===== src/sv/ctd_pkg.sv =====
// Package for the chunked transfer decoder.
// Holds the phase and status codes, the line-flag struct and byte classifiers.
// No dependencies.
package ctd_pkg;

    // Decode phase
    typedef enum logic [1:0] {
        PH_LINE = 2'd0,
        PH_DATA = 2'd1,
        PH_SKIP = 2'd2,
        PH_END  = 2'd3
    } t_phase;

    // End-of-decode status codes
    typedef enum logic [1:0] {
        ST_OK       = 2'd0,
        ST_TRUNC    = 2'd1,
        ST_BADLINE  = 2'd2,
        ST_OVERFLOW = 2'd3
    } t_status;

    // Size-line tracking flags
    typedef struct packed {
        logic digit_seen;
        logic digits_stopped;
        logic cr_pending;
    } t_line_flags;

    // One result transaction as queued toward the output
    typedef struct packed {
        logic [7:0] out_byte;
        logic       byte_valid;
        logic       done_res;
        t_status    status;
    } t_result;

    localparam logic [7:0] CH_CR    = 8'h0D;
    localparam logic [7:0] CH_LF    = 8'h0A;
    localparam logic [7:0] CH_TAB   = 8'h09;
    localparam logic [7:0] CH_VT    = 8'h0B;
    localparam logic [7:0] CH_FF    = 8'h0C;
    localparam logic [7:0] CH_SPACE = 8'h20;

    localparam logic [1:0] TRAILER_LEN = 2'd2;

    // Hex digit check: returns {is_hex, value}
    function automatic logic [4:0] hex_decode(input logic [7:0] c);
        logic [4:0] res;
        res = 5'd0;
        if (c >= 8'h30 && c <= 8'h39) begin
            res = {1'b1, c[3:0]};
        end else if ((c >= 8'h61 && c <= 8'h66) || (c >= 8'h41 && c <= 8'h46)) begin
            res = {1'b1, c[3:0] + 4'd9};
        end
        return res;
    endfunction

    function automatic logic is_blank(input logic [7:0] c);
        return (c == CH_SPACE) || (c == CH_TAB) || (c == CH_LF) || (c == CH_VT)
            || (c == CH_FF) || (c == CH_CR);
    endfunction

endpackage


===== src/sv/ctd_step.sv =====
// Next-state and result logic for one body byte of the chunked decoder.
// Purely combinational; depends on ctd_pkg.
module ctd_step
    import ctd_pkg::*;
#(
    parameter int SIZE_BITS = 32
) (
    input  logic [7:0]           i_data_byte,
    input  logic                 i_end_of_stream,
    input  t_phase               i_phase,
    input  t_line_flags          i_flags,
    input  logic [SIZE_BITS-1:0] i_size_accum,
    input  logic [SIZE_BITS-1:0] i_bytes_left,
    input  logic [1:0]           i_skip_left,
    output t_phase               o_phase,
    output t_line_flags          o_flags,
    output logic [SIZE_BITS-1:0] o_size_accum,
    output logic [SIZE_BITS-1:0] o_bytes_left,
    output logic [1:0]           o_skip_left,
    output logic                 o_has_result,
    output t_result              o_result
);

    logic [4:0]    hex;
    logic          ovf;
    logic          done;
    logic          emit;
    t_status       status;
    t_line_flags   fl;

    assign hex = hex_decode(i_data_byte);

    always_comb begin
        o_phase      = i_phase;
        o_flags      = i_flags;
        o_size_accum = i_size_accum;
        o_bytes_left = i_bytes_left;
        o_skip_left  = i_skip_left;
        done         = 1'b0;
        emit         = 1'b0;
        ovf          = 1'b0;
        status       = ST_OK;
        fl           = i_flags;

        case (i_phase)
            PH_LINE: begin
                if (i_flags.cr_pending && i_data_byte == CH_LF) begin
                    // CR LF closes the size line
                    o_flags.cr_pending = 1'b0;
                    if (!i_flags.digit_seen) begin
                        done   = 1'b1;
                        status = ST_BADLINE;
                    end else if (i_size_accum == '0) begin
                        done   = 1'b1;
                        status = ST_OK;
                    end else begin
                        o_bytes_left = i_size_accum;
                        o_phase      = PH_DATA;
                    end
                end else begin
                    // a lone CR is an ordinary line byte: it only stops digits
                    if (fl.cr_pending) begin
                        fl.cr_pending = 1'b0;
                        if (fl.digit_seen) begin
                            fl.digits_stopped = 1'b1;
                        end
                    end
                    if (i_data_byte == CH_CR) begin
                        fl.cr_pending = 1'b1;
                    end else if (!fl.digits_stopped) begin
                        if (hex[4]) begin
                            if (i_size_accum[SIZE_BITS-1 -: 4] != 4'd0) begin
                                ovf = 1'b1;
                            end else begin
                                o_size_accum  = {i_size_accum[SIZE_BITS-5:0], hex[3:0]};
                                fl.digit_seen = 1'b1;
                            end
                        end else if (!(!fl.digit_seen && is_blank(i_data_byte))) begin
                            fl.digits_stopped = 1'b1;
                        end
                    end
                    o_flags = fl;
                    if (ovf) begin
                        done   = 1'b1;
                        status = ST_OVERFLOW;
                    end
                end
            end
            PH_DATA: begin
                // payload byte passes through
                emit         = 1'b1;
                o_bytes_left = i_bytes_left - SIZE_BITS'(1);
                if (i_bytes_left == {{(SIZE_BITS-1){1'b0}}, 1'b1}) begin
                    o_phase     = PH_SKIP;
                    o_skip_left = TRAILER_LEN;
                end
            end
            PH_SKIP: begin
                // trailing CR LF skipped unchecked
                o_skip_left = i_skip_left - 2'd1;
                if (i_skip_left == 2'd1) begin
                    o_phase      = PH_LINE;
                    o_size_accum = '0;
                    o_flags      = '0;
                end
            end
            default: begin
                // decode ended: ignore everything
            end
        endcase

        if (i_phase != PH_END) begin
            if (!done && i_end_of_stream) begin
                done   = 1'b1;
                status = ST_TRUNC;
            end
            if (done) begin
                o_phase = PH_END;
            end
        end

        o_has_result        = emit || done;
        o_result.out_byte   = emit ? i_data_byte : 8'd0;
        o_result.byte_valid = emit;
        o_result.done_res   = done;
        o_result.status     = done ? status : ST_OK;
    end

endmodule


===== src/sv/chunked_transfer_decoder.sv =====
// Top level of the HTTP chunked transfer decoder.
// Holds decode state and a two-entry result queue; uses ctd_pkg and ctd_step.
//
//  channel | direction | handshake          | payload
//  --------+-----------+--------------------+--------------------------------------------
//  input   | in        | i_valid / o_ready  | i_data_byte, i_end_of_stream
//  output  | out       | o_valid / i_ready  | o_out_byte, o_byte_valid, o_done_res, o_status
//
// One body byte is accepted per cycle while o_ready is high; its state update completes in
// the accept cycle and any result is registered into the two-entry result queue.
// o_ready drops only when both queue entries hold untaken results. Reset (i_rst_n
// low, synchronous) returns to the start of a size line and empties the queue.
// After the decode ends, bytes are still accepted and dropped until reset.
module chunked_transfer_decoder
    import ctd_pkg::*;
#(
    parameter int SIZE_BITS = 32
) (
    input  logic       i_clk,
    input  logic       i_rst_n,
    input  logic       i_valid,
    output logic       o_ready,
    input  logic [7:0] i_data_byte,
    input  logic       i_end_of_stream,
    output logic       o_valid,
    input  logic       i_ready,
    output logic [7:0] o_out_byte,
    output logic       o_byte_valid,
    output logic       o_done_res,
    output logic [1:0] o_status
);

    // decode state
    t_phase               r_phase, n_phase;
    t_line_flags          r_flags, n_flags;
    logic [SIZE_BITS-1:0] r_size_accum, n_size_accum;
    logic [SIZE_BITS-1:0] r_bytes_left, n_bytes_left;
    logic [1:0]           r_skip_left, n_skip_left;
    logic                 has_result;
    t_result              result;

    // result queue
    t_result    r_queue [2];
    logic       r_wr_ptr;
    logic       r_rd_ptr;
    logic [1:0] r_count;
    logic       in_xfer;
    logic       push;
    logic       pop;

    ctd_step #(
        .SIZE_BITS(SIZE_BITS)
    ) u_step (
        .i_data_byte    (i_data_byte),
        .i_end_of_stream(i_end_of_stream),
        .i_phase        (r_phase),
        .i_flags        (r_flags),
        .i_size_accum   (r_size_accum),
        .i_bytes_left   (r_bytes_left),
        .i_skip_left    (r_skip_left),
        .o_phase        (n_phase),
        .o_flags        (n_flags),
        .o_size_accum   (n_size_accum),
        .o_bytes_left   (n_bytes_left),
        .o_skip_left    (n_skip_left),
        .o_has_result   (has_result),
        .o_result       (result)
    );

    assign o_ready = (r_count != 2'd2);
    assign in_xfer = i_valid && o_ready;
    assign push    = in_xfer && has_result;
    assign pop     = o_valid && i_ready;

    // state update on each accepted transaction
    always_ff @(posedge i_clk) begin
        if (!i_rst_n) begin
            r_phase      <= PH_LINE;
            r_flags      <= '0;
            r_size_accum <= '0;
            r_bytes_left <= '0;
            r_skip_left  <= 2'd0;
        end else if (in_xfer) begin
            r_phase      <= n_phase;
            r_flags      <= n_flags;
            r_size_accum <= n_size_accum;
            r_bytes_left <= n_bytes_left;
            r_skip_left  <= n_skip_left;
        end
    end

    // queue pointers and fill count
    always_ff @(posedge i_clk) begin
        if (!i_rst_n) begin
            r_wr_ptr <= 1'b0;
            r_rd_ptr <= 1'b0;
            r_count  <= 2'd0;
        end else begin
            if (push) begin
                r_wr_ptr <= ~r_wr_ptr;
            end
            if (pop) begin
                r_rd_ptr <= ~r_rd_ptr;
            end
            if (push && !pop) begin
                r_count <= r_count + 2'd1;
            end else if (pop && !push) begin
                r_count <= r_count - 2'd1;
            end
        end
    end

    // queue storage
    always_ff @(posedge i_clk) begin
        if (push) begin
            r_queue[r_wr_ptr] <= result;
        end
    end

    assign o_valid      = (r_count != 2'd0);
    assign o_out_byte   = r_queue[r_rd_ptr].out_byte;
    assign o_byte_valid = r_queue[r_rd_ptr].byte_valid;
    assign o_done_res   = r_queue[r_rd_ptr].done_res;
    assign o_status     = r_queue[r_rd_ptr].status;

endmodule

===== config.mk =====
export PLATFORM = sky130hd
export DESIGN_NAME = chunked_transfer_decoder
export DESIGN_NICKNAME = d
export VERILOG_FILES = /design/src/sv/ctd_pkg.sv /design/src/sv/ctd_step.sv /design/src/sv/chunked_transfer_decoder.sv
export SDC_FILE = /design/constraint.sdc
export NUM_CORES = 1
export LEC_CHECK = 0
export BUFFER_PORTS_ARGS = -buffer_cell sky130_fd_sc_hd__buf_2
export CAP_MARGIN = 25
export CORE_MARGIN = 4
export CORE_UTILIZATION = 23
export CTS_CLUSTER_DIAMETER = 150
export DETAILED_ROUTE_END_ITERATION = 10
export GPL_ROUTABILITY_DRIVEN = 0
export PLACE_DENSITY = 0.49
export SLEW_MARGIN = 20
export SYNTH_ARGS = -nofsm -noshare
export SYNTH_HDL_FRONTEND = slang
export SYNTH_SLANG_ARGS = --single-unit

===== constraint.sdc =====
create_clock -name i_clk -period 2.85 [get_ports i_clk]
set_input_delay 0.57 -clock i_clk [delete_from_list [all_inputs] [get_ports i_clk]]
set_output_delay 0.57 -clock i_clk [all_outputs]
set_load 0.1 [all_outputs]

---- Yosys cells after proc, flatten, opt, wreduce, memory -nomap -nowiden ----
Memory sizes are Yosys's and may differ from the RTL's. A register that Yosys moved wholly into a read port is not among the register bits.
Cells that the tools add are included.
word-level totals
  ROM bits ................................ 0
  bits in writable memories ............... 24
  input bits .............................. 13
  memories ................................ 1
  bits in latches ......................... 0
  register bits ........................... 75
  output and inout port bits .............. 14
cells by class
  divide/modulo/power cells ............... 0
  shift operators ......................... 0
  multiplexer cells ....................... 67
  multiply operators ...................... 0
  bitwise gates (word level) .............. 2
  $add $sub $neg .......................... 5
  equal/unequal tests ..................... 22
  magnitude comparators ................... 6
  reduce and logical (&&, ||, !) cells .... 35
memories
  name     words  bits a word  rd ports  clocked after memory_dff  wr ports  line                            RTL
  r_queue  2      12           1         1                         1         chunked_transfer_decoder.sv:43  t_result r_queue [2];
operators with widths
  kind                     count
  $mux W32                 9
  $pmux W32 S2             2
  $mux W2                  23
  $eq A8 B4 Y1 const B     5
  $eq A32 B1 Y1 const B    1
  $logic_not A32 Y1        1
  $sub A32 B1 Y32 const B  1
  $mux W1                  26
  $ge A8 B7 Y1 const B     2
  $le A8 B7 Y1 const B     2
  $ne A2 B2 Y1 const B     8
  $logic_and A1 B1 Y1      11
  $mux W5                  2
  $reduce_bool A2 Y1       5
  $eq A8 B6 Y1 const B     1
  $ge A8 B6 Y1 const B     1
  $le A8 B6 Y1 const B     1
  $mux W8                  1
  $ne A2 B1 Y1 const B     4
  $reduce_and A8 Y1        1
  $logic_or A1 B1 Y1       7
  $pmux W2 S3              1
  $pmux W3 S2              1
  $reduce_and A3 Y1        2
  13 further kinds         19

---- Logic depth before layout (Yosys ltp) ----
Gate-level depths: netlist of the first run.
  depth in word-level cells ............... 24
  depth in mapped cells ................... 10
  depth with buffers taken out ............ 10

---- By module ----
A second synthesis of the first run with hierarchy kept.
second synthesis, totals
  cells, all modules ...................... 732
  area, all modules ....................... 6019.5 um2
modules (own cells, without submodules)
  module                    instances  sequential area each (um2)  cells an instance  area each (um2)
  chunked_transfer_decoder  1          2242.2                      386                3799.9
  ctd_step                  1          0.0                         346                2219.6

---- Worst setup path before layout of the first run ----
OpenSTA, ideal clock, no wires.
  path type ............................... input port to flip-flop
  start point ............................. input port i_data_byte[0]
  end point ............................... register r_count[1]
  library setup time ...................... 71 ps
  slack ................................... 36 ps
  data arrival time ....................... 2743 ps
  cell stages on the path ................. 9
  required time ........................... 2779 ps
  path through ............................ inv_1 > ha_1 > inv_1 > o311ai_0 > a21oi_1 > o211a_1 > ha_1 > or3_1 > a21oi_1
between the ends
  longest elaborated chain between the ends .. 23
  elaborated cells between the ends (all ways) .. 35
  classes of those cells .................. order compare: 6; eq/ne: 2; mux: 14; reduce/logical: 13
RTL lines
  element                                       line                             RTL
  start: declaration                            chunked_transfer_decoder.sv:23   input logic [7:0] i_data_byte,
  $ge A8 B7 Y1 or $le A8 B7 Y1 (tied branches)  ctd_pkg.sv:52                    end else if ((c >= 8'h61 && c <= 8'h66) || (c >= 8'h41 && c <= 8'h46)) begin
  $logic_and A1 B1 Y1                           ctd_pkg.sv:52
  $logic_or A1 B1 Y1                            ctd_pkg.sv:52
  $mux W5                                       ctd_pkg.sv:52
  $mux W5                                       ctd_pkg.sv:50                    if (c >= 8'h30 && c <= 8'h39) begin
  $mux W1                                       ctd_step.sv:71                   if (hex[4]) begin
  $mux W1                                       ctd_step.sv:70                   end else if (!fl.digits_stopped) begin
  $mux W1                                       ctd_step.sv:68                   if (i_data_byte == CH_CR) begin
  [8 not listed]                                -
  $mux W1                                       ctd_step.sv:112                  if (i_phase != PH_END) begin
  $mux W1 (*)                                   ctd_step.sv:112
  $logic_or A1 B1 Y1 (*)                        ctd_step.sv:122                  o_has_result = emit || done;
  $logic_and A1 B1 Y1 (*)                       chunked_transfer_decoder.sv:72   assign push = in_xfer && has_result;
  net push                                      chunked_transfer_decoder.sv:48   logic push;
  $logic_not A1 Y1                              chunked_transfer_decoder.sv:107  end else if (pop && !push) begin
  $logic_and A1 B1 Y1                           chunked_transfer_decoder.sv:107
  $reduce_bool A2 Y1 (no source line)           -
  end signal: assignment                        chunked_transfer_decoder.sv:106  r_count <= r_count + 2'd1;
  end signal: assignment                        chunked_transfer_decoder.sv:108  r_count <= r_count - 2'd1;
  end: declaration                              chunked_transfer_decoder.sv:46   logic [1:0] r_count;
The timed path passes the listed nets; every way through them passes the cells marked *. The select of a mux whose other input is x is not followed.
A chain may end at the register's enable or synchronous reset.

---- Worst setup path after layout of the first run ----
  start point ............................. register r_size_accum[31]
  end point ............................... register r_count[1]
between the ends
  longest elaborated chain between the ends .. 20
  elaborated cells between the ends (all ways) .. 25
  classes of those cells .................. mux: 15; reduce/logical: 10
RTL lines
  element                              line                             RTL
  start: declaration                   chunked_transfer_decoder.sv:36   logic [SIZE_BITS-1:0] r_size_accum, n_size_accum;
  start signal: assignment             chunked_transfer_decoder.sv:86   r_size_accum <= n_size_accum;
  $reduce_bool A4 Y1                   ctd_step.sv:72                   if (i_size_accum[SIZE_BITS-1 -: 4] != 4'd0) begin
  $mux W1                              ctd_step.sv:72
  $mux W1                              ctd_step.sv:71
  $mux W1                              ctd_step.sv:70
  $mux W1                              ctd_step.sv:68
  $mux W1                              ctd_step.sv:47                   if (i_flags.cr_pending && i_data_byte == CH_LF) begin
  $mux W1                              ctd_step.sv:45                   case (i_phase)
  $mux W1                              ctd_step.sv:83                   if (ovf) begin
  [5 not listed]                       -
  $mux W1                              ctd_step.sv:112
  $mux W1 (*)                          ctd_step.sv:112
  $logic_or A1 B1 Y1 (*)               ctd_step.sv:122
  $logic_and A1 B1 Y1 (*)              chunked_transfer_decoder.sv:72
  net push                             chunked_transfer_decoder.sv:48
  $logic_not A1 Y1                     chunked_transfer_decoder.sv:107
  $logic_and A1 B1 Y1                  chunked_transfer_decoder.sv:107
  $reduce_bool A2 Y1 (no source line)  -
Marks and branches as above.

==> impl_metrics.py, run 1 <==
metrics = {
    "die": {
        "fp.dieH_um": 161.2,
        "die_x_um": 161.2,
        "core-area_um2": 22850,
        "io_pins": 27,
        "start_util_pct": 23.63,
        "dieArea_um2": 25990,
        "row_count": 55,
    },
    "yosys": {
        "ys.flop_type": "dfxtp_1",
        "synth_seq_cells": 100,
        "ys_warn_count": 0,
        "yosysTopAreaCell": "dfxtp_1",
        "synthTopCellsByArea": "dfxtp_1 28%, edfxtp_1 13%, a32o_1 7.8%, nand2_1 3.3%, o32ai_1 2.8%",
        "ys_top_cells_by_count": "76 x dfxtp_1, 48 x nand2_1, 42 x a32o_1",
        "yosysSeqAreaShare_pct": 41.53,
        "yosysMostFrequentCell": "dfxtp_1",
        "yosys.cell_types.count": 69,
        "synth_nets": 603,
        "netlist.area_leader.share_pct": 28.18,
        "synth_edf_count": 24,
        "synthCells": 581,
        "synthArstFlopShare_pct": 0,
        "synth.avg_cell_area_um2": 9.292,
        "syn_area_um2": 5399,
    },
    "global_routing": {
        "grt_pass1_vias": 4846,
        "grt_usage_pct": 12.70,
        "overflow": 0,
        "grt_first_pass_wirelength_um": 26790,
        "antenna_found_initial": 0,
        "grt_max_degree": 84,
    },
    "worst_setup_path": {
        "worstPathRequired_ps": 3130,
        "critPathMaxStageDelay_ps": 620,
        "startpoint_type": "flip-flop",
        "crit_chain": "or4_1, nand4b_1, o2111ai_1, o211a_1, ha_1, or3_1, a21oi_1",
        "arrival_ps": 2900,
        "crit_slowest_cell": "or4_1",
        "cp_max_fo": 5,
        "end_kind": "flip-flop",
        "crit_type": "reg -> reg",
    },
    "clocking": {
        "clkSinkCount": 100,
        "cts_resized": 0,
        "max-clock-path-buffers": 2,
        "cts_tree": "done",
        "cts_buffers": 9,
        "clk_pin_slew_ps": 70,
        "cts_root_buf": "clkbuf_16",
        "hold_buffers": 0,
        "clk_latency_ps": 360,
        "cts_max_level": 3,
        "cts_setup_buffers": 0,
    },
    "timing": {
        "finalHoldViolations": 0,
        "slew_headroom_pct": 39.82,
        "rsz0062_at_grt": "false",
        "holdWs_ps": 470.6,
        "period_needed_ps": 2624,
        "fmax_mhz": 381.2,
        "timing.final.setup_violations": 0,
        "worstMarginPinSlew_ps": 902.7,
        "maxSlewViolCount": 0,
        "finalCritPeriodShare_pct": 92.06,
        "finalClockSkew_ps": 13.03,
    },
    "final_layout": {
        "fin_nets": 630,
        "post-route-util_pct": 28.02,
        "area_growth_pct": 18.59,
        "fin_area_um2": 6402,
        "nFillCells": 2474,
        "layout-drive-gt1-share_pct": 17.13,
        "n_antenna_cell": 0,
    },
    "status": {
        "outcome": "completed",
    },
    "detailed_routing": {
        "via_per_inst": 5.279,
        "remaining_drc_errors": 0,
        "dr.pass1.iters": 5,
        "wire_per_inst_um": 17.92,
        "vias": 4888,
        "ant_nets": 0,
        "drt_iter0_markers": 407,
        "drt_wl_total_um": 16590,
    },
    "placed_design": {
        "port-buffer-count": 26,
        "dp_hpwl_um": 11300,
        "placedInstanceArea_um2": 6062,
    },
    "flow_run": {
        "max_cap_viol_count": 0,
    },
    "pwr": {
        "p_leak_nw": 2.340,
        "p_per_area_nw_per_um2": 793.6,
        "irDropWorstVdd_mv": 0.3261,
    },
    "min_path": {
        "hold_class": "reg -> reg",
    },
}
[area by class of cell]
type | instances | area (um^2) | area share (%)
clock inverters | 7 | 100.1 | 1.563
repair buffers | 68 | 495.5 | 7.739
inverters | 13 | 48.80 | 0.7622
well taps | 313 | 391.6 | 6.117
clock buffers | 9 | 225.2 | 3.518
flip-flops and latches | 100 | 2242 | 35.02
multi-input cells | 416 | 2899 | 45.28
[layer usage]
| layer | vias to the layer above | wire length [um] | track usage, % |
|---|---|---|---|
| met5 | - | 0 | 0 |
| met2 | 91 | 7689 | 20.59 |
| met4 | 0 | 345 | 4.382 |
| met1 | 2408 | 8026 | 17.13 |
| li1 | 2366 | - | - |
| met3 | 23 | 530 | 2.169 |
[stage by stage]
| stage | TNS [ps] | cells | power [mW] | setup WS, ps |
|---|---|---|---|---|
| finish | 0 | 926 | 5.081 | 226.4 |
| global route | 0 | 926 | 5.351 | 83.58 |
| CTS | 0 | 924 | 5.119 | 115.4 |
| detailed placement | -4.592 | 908 | 3.767 | -4.592 |
| global placement | 0 | 908 | 3.773 | 37.64 |
| floorplan | 0 | 581 | 3.240 | 35.96 |
[worst max-delay path, delay by kind of cell, from the launching register on]
kind / cells / cell delay, ps
AOI/OAI and AO/OA: 3 / 640
DFF: 1 / 320
and+or+nand+nor: 3 / 1310
adders and majority gates: 1 / 270
[cell usage in the layout, fill, tap and decap left out, types with 10 or more instances in the layout]
cell      synthesis  layout
nand3_1          16      16
a211oi_1         10      10
buf_4             2      38
dfxtp_1          76      76
a21oi_1          23      23
nand2_1          48      48
edfxtp_1         24      24
o21ai_0          16      16
o32ai_1          17      17
and2_1           13      13
buf_2             9      26
a32o_1           42      42
nor3_1           14      14
inv_1            11      11
nor4_1           15      15
mux2_2           13      13
a221oi_1         10      10
nor2_1           34      34
o221ai_1         11      11
and3_1           13      13
[state kept, by name, indices dropped and copies added (netlist names), named ones only]
register and count:
r_bytes_left 32, r_size_accum 32, r_queue 24, r_flags 3, r_count 2, r_phase 2, r_skip_left 2, r_rd_ptr 1
r_wr_ptr 1
[power by group]
group          switching (mW)  total [mW]  internal [mW]
logic                    1.46        2.07          0.612
registers              0.0949        1.66           1.57
clock network           0.571        1.35          0.775
total                    2.13        5.08           2.95
[cell families after synthesis]
| group | count (synthesis) | share of synthesized area, % |
|---|---|---|
| flops | 100 | 41.53 |
| buf+inv | 65 | 4.890 |
| fa+ha+maj | 9 | 2.086 |
| mux | 20 | 4.009 |
| xor+xnor | 4 | 0.6490 |
| compound gates | 183 | 27.02 |
| simple gates | 200 | 19.81 |
[worst paths after layout]
kind                    start  slack [ps]  cells after the start          endpoint
min          r_bytes_left[26]         470                      2  r_bytes_left[26]
max reg2reg  r_size_accum[31]         230                      7        r_count[1]
max          r_size_accum[31]         230                      7        r_count[1]
min reg2reg  r_bytes_left[26]         470                      2  r_bytes_left[26]
(Power assumes the default switching activity.)
==> run 2, diff against run 1 <==
--- a/config.mk
+++ b/config.mk
@@ -9,6 +9,7 @@
 export CAP_MARGIN = 25
 export CORE_MARGIN = 4
 export CORE_UTILIZATION = 23
+export CTS_BUF_LIST = sky130_fd_sc_hd__clkbuf_4 sky130_fd_sc_hd__clkbuf_8
 export CTS_CLUSTER_DIAMETER = 150
 export DETAILED_ROUTE_END_ITERATION = 10
 export GPL_ROUTABILITY_DRIVEN = 0
==> run 2 against run 1 <==
Against the previous run:
- clock power is 23% lower
- largest power group unchanged
- sequential power hardly changed
- non-clock buffer count stayed put
- flip-flop and latch count stayed put
- utilization is 0.44 points lower
- die area stayed put
- routed wire length is 0.24% lower
==> impl_metrics.py, run 2 (synthesized netlist as in run 1, its figures left out) <==
metrics = {
    "status": {
        "outcome": "completed",
    },
    "clocking": {
        "cts_buffers": 9,
        "clk_pin_slew_ps": 120,
        "cts_resized": 0,
        "cts_max_level": 3,
        "clkSinkCount": 100,
        "hold_buffers": 0,
        "max-clock-path-buffers": 2,
        "cts_setup_buffers": 0,
        "cts_tree": "done",
        "clk_latency_ps": 400,
        "cts_root_buf": "clkbuf_8",
    },
    "worst_setup_path": {
        "arrival_ps": 2940,
        "startpoint_type": "flip-flop",
        "crit_type": "reg -> reg",
        "cp_max_fo": 5,
        "worstPathRequired_ps": 3160,
        "end_kind": "flip-flop",
    },
    "global_routing": {
        "antenna_found_initial": 0,
        "grt_max_degree": 84,
        "grtUsageMet2_pct": 20.36,
        "grt_busiest_layer": "met2",
        "grt_util_met1_pct": 17.10,
        "grt_usage_pct": 12.67,
        "overflow": 0,
        "grt_pass1_vias": 4857,
        "grt_first_pass_wirelength_um": 26740,
        "use_met3_pct": 1.684,
    },
    "timing": {
        "period_needed_ps": 2629,
        "worstMarginPinSlew_ps": 884.0,
        "maxSlewViolCount": 0,
        "slew_headroom_pct": 41.07,
        "fmax_mhz": 380.4,
        "setup_slack_ps": 220.9,
        "finalHoldViolations": 0,
        "rsz0062_at_grt": "false",
        "timing.final.setup_violations": 0,
        "finalClockSkew_ps": 23.62,
        "finalCritPeriodShare_pct": 92.25,
    },
    "detailed_routing": {
        "via_per_inst": 5.329,
        "drt_wl_total_um": 16550,
        "dr.pass1.iters": 5,
        "wire_per_inst_um": 17.87,
        "ant_nets": 0,
        "remaining_drc_errors": 0,
        "vias": 4935,
        "drt_iter0_markers": 389,
    },
    "die": {
        "core-area_um2": 22850,
        "fp.dieH_um": 161.2,
        "io_pins": 27,
        "row_count": 55,
        "die_x_um": 161.2,
        "start_util_pct": 23.63,
        "dieArea_um2": 25990,
    },
    "placed_design": {
        "post-place-ws_ps": -4.592,
        "dpl.cell_count": 908,
        "port-buffer-count": 26,
        "dp_hpwl_um": 11300,
    },
    "final_layout": {
        "layout_commonest_cell": "dfxtp_1",
        "largestRegisters": "r_bytes_left x32, r_size_accum x32, r_queue x24",
        "layout-drive-gt1-share_pct": 17.13,
        "final_cell_mix": "76 x dfxtp_1, 48 x nand2_1, 42 x a32o_1",
        "finalNonFillerCells": 926,
        "n_antenna_cell": 0,
        "area_growth_pct": 16.71,
        "nFillCells": 2484,
        "fin_nets": 630,
    },
    "flow_run": {
        "max_cap_viol_count": 0,
    },
    "pwr": {
        "p_per_area_nw_per_um2": 757.6,
        "irDropWorstVdd_mv": 0.3129,
        "p_leak_nw": 2.293,
    },
    "min_path": {
        "hold_class": "reg -> reg",
    },
}
run 2: cell counts in the layout (fill, tap and decap cells not counted):
Identical to the previous run, type by type.
run 2: final timing paths:
path | startpoint | end | slack [ps] | cells after the start
max reg2reg | r_size_accum[31] | r_count[1] | 220 | 7
min | r_bytes_left[26] | r_bytes_left[26] | 480 | 2
max | r_size_accum[31] | r_count[1] | 220 | 7
min reg2reg | r_bytes_left[26] | r_bytes_left[26] | 480 | 2
run 2: stage by stage:
| stage | instance area (um^2) | total power, mW | hold WS, ps | TNS (ps) | util [%] |
|---|---|---|---|---|---|
| after floorplan | 5399 | 3.240 | 433.3 | 0 | - |
| after global placement | 6062 | 3.773 | 450.6 | 0 | 26.53 |
| after detailed placement | 6062 | 3.767 | 460.0 | -4.592 | 26.53 |
| after CTS | 6286 | 4.809 | 475.9 | 0 | 27.51 |
| after global routing | 6301 | 5.030 | 499.8 | 0 | 27.58 |
| final | 6301 | 4.774 | 475.0 | 0 | 27.58 |
run 2: power breakdown:
part	internal, mW	leakage (nW)	switching [mW]
clock network	0.500	0.110	0.544
logic	0.612	1.34	1.46
registers	1.57	0.840	0.0941
run 2: critical path, stage by stage, from the launching register on:
cell and delay (ps):
dfxtp_1 330, or4_1 620, nand4b_1 340, o2111ai_1 290, o211a_1 220, ha_1 270
or3_1 350, a21oi_1 130
run 2: cell type report:
| class | instances | area, um^2 | area share [%] |
|---|---|---|---|
| sequential | 100 | 2242 | 35.58 |
| clock buffer | 9 | 123.9 | 1.966 |
| inverter | 13 | 48.80 | 0.7744 |
| multi-input combinational | 416 | 2899 | 46.01 |
| clock inverter | 7 | 100.1 | 1.589 |
| timing repair buffer | 68 | 495.5 | 7.863 |
| tap | 313 | 391.6 | 6.215 |
run 2: metal layers:
layer	wire (um)	vias to the layer above
met5	0	-
met4	394	0
met3	613	27
met2	7657	117
met1	7886	2432
li1	-	2359
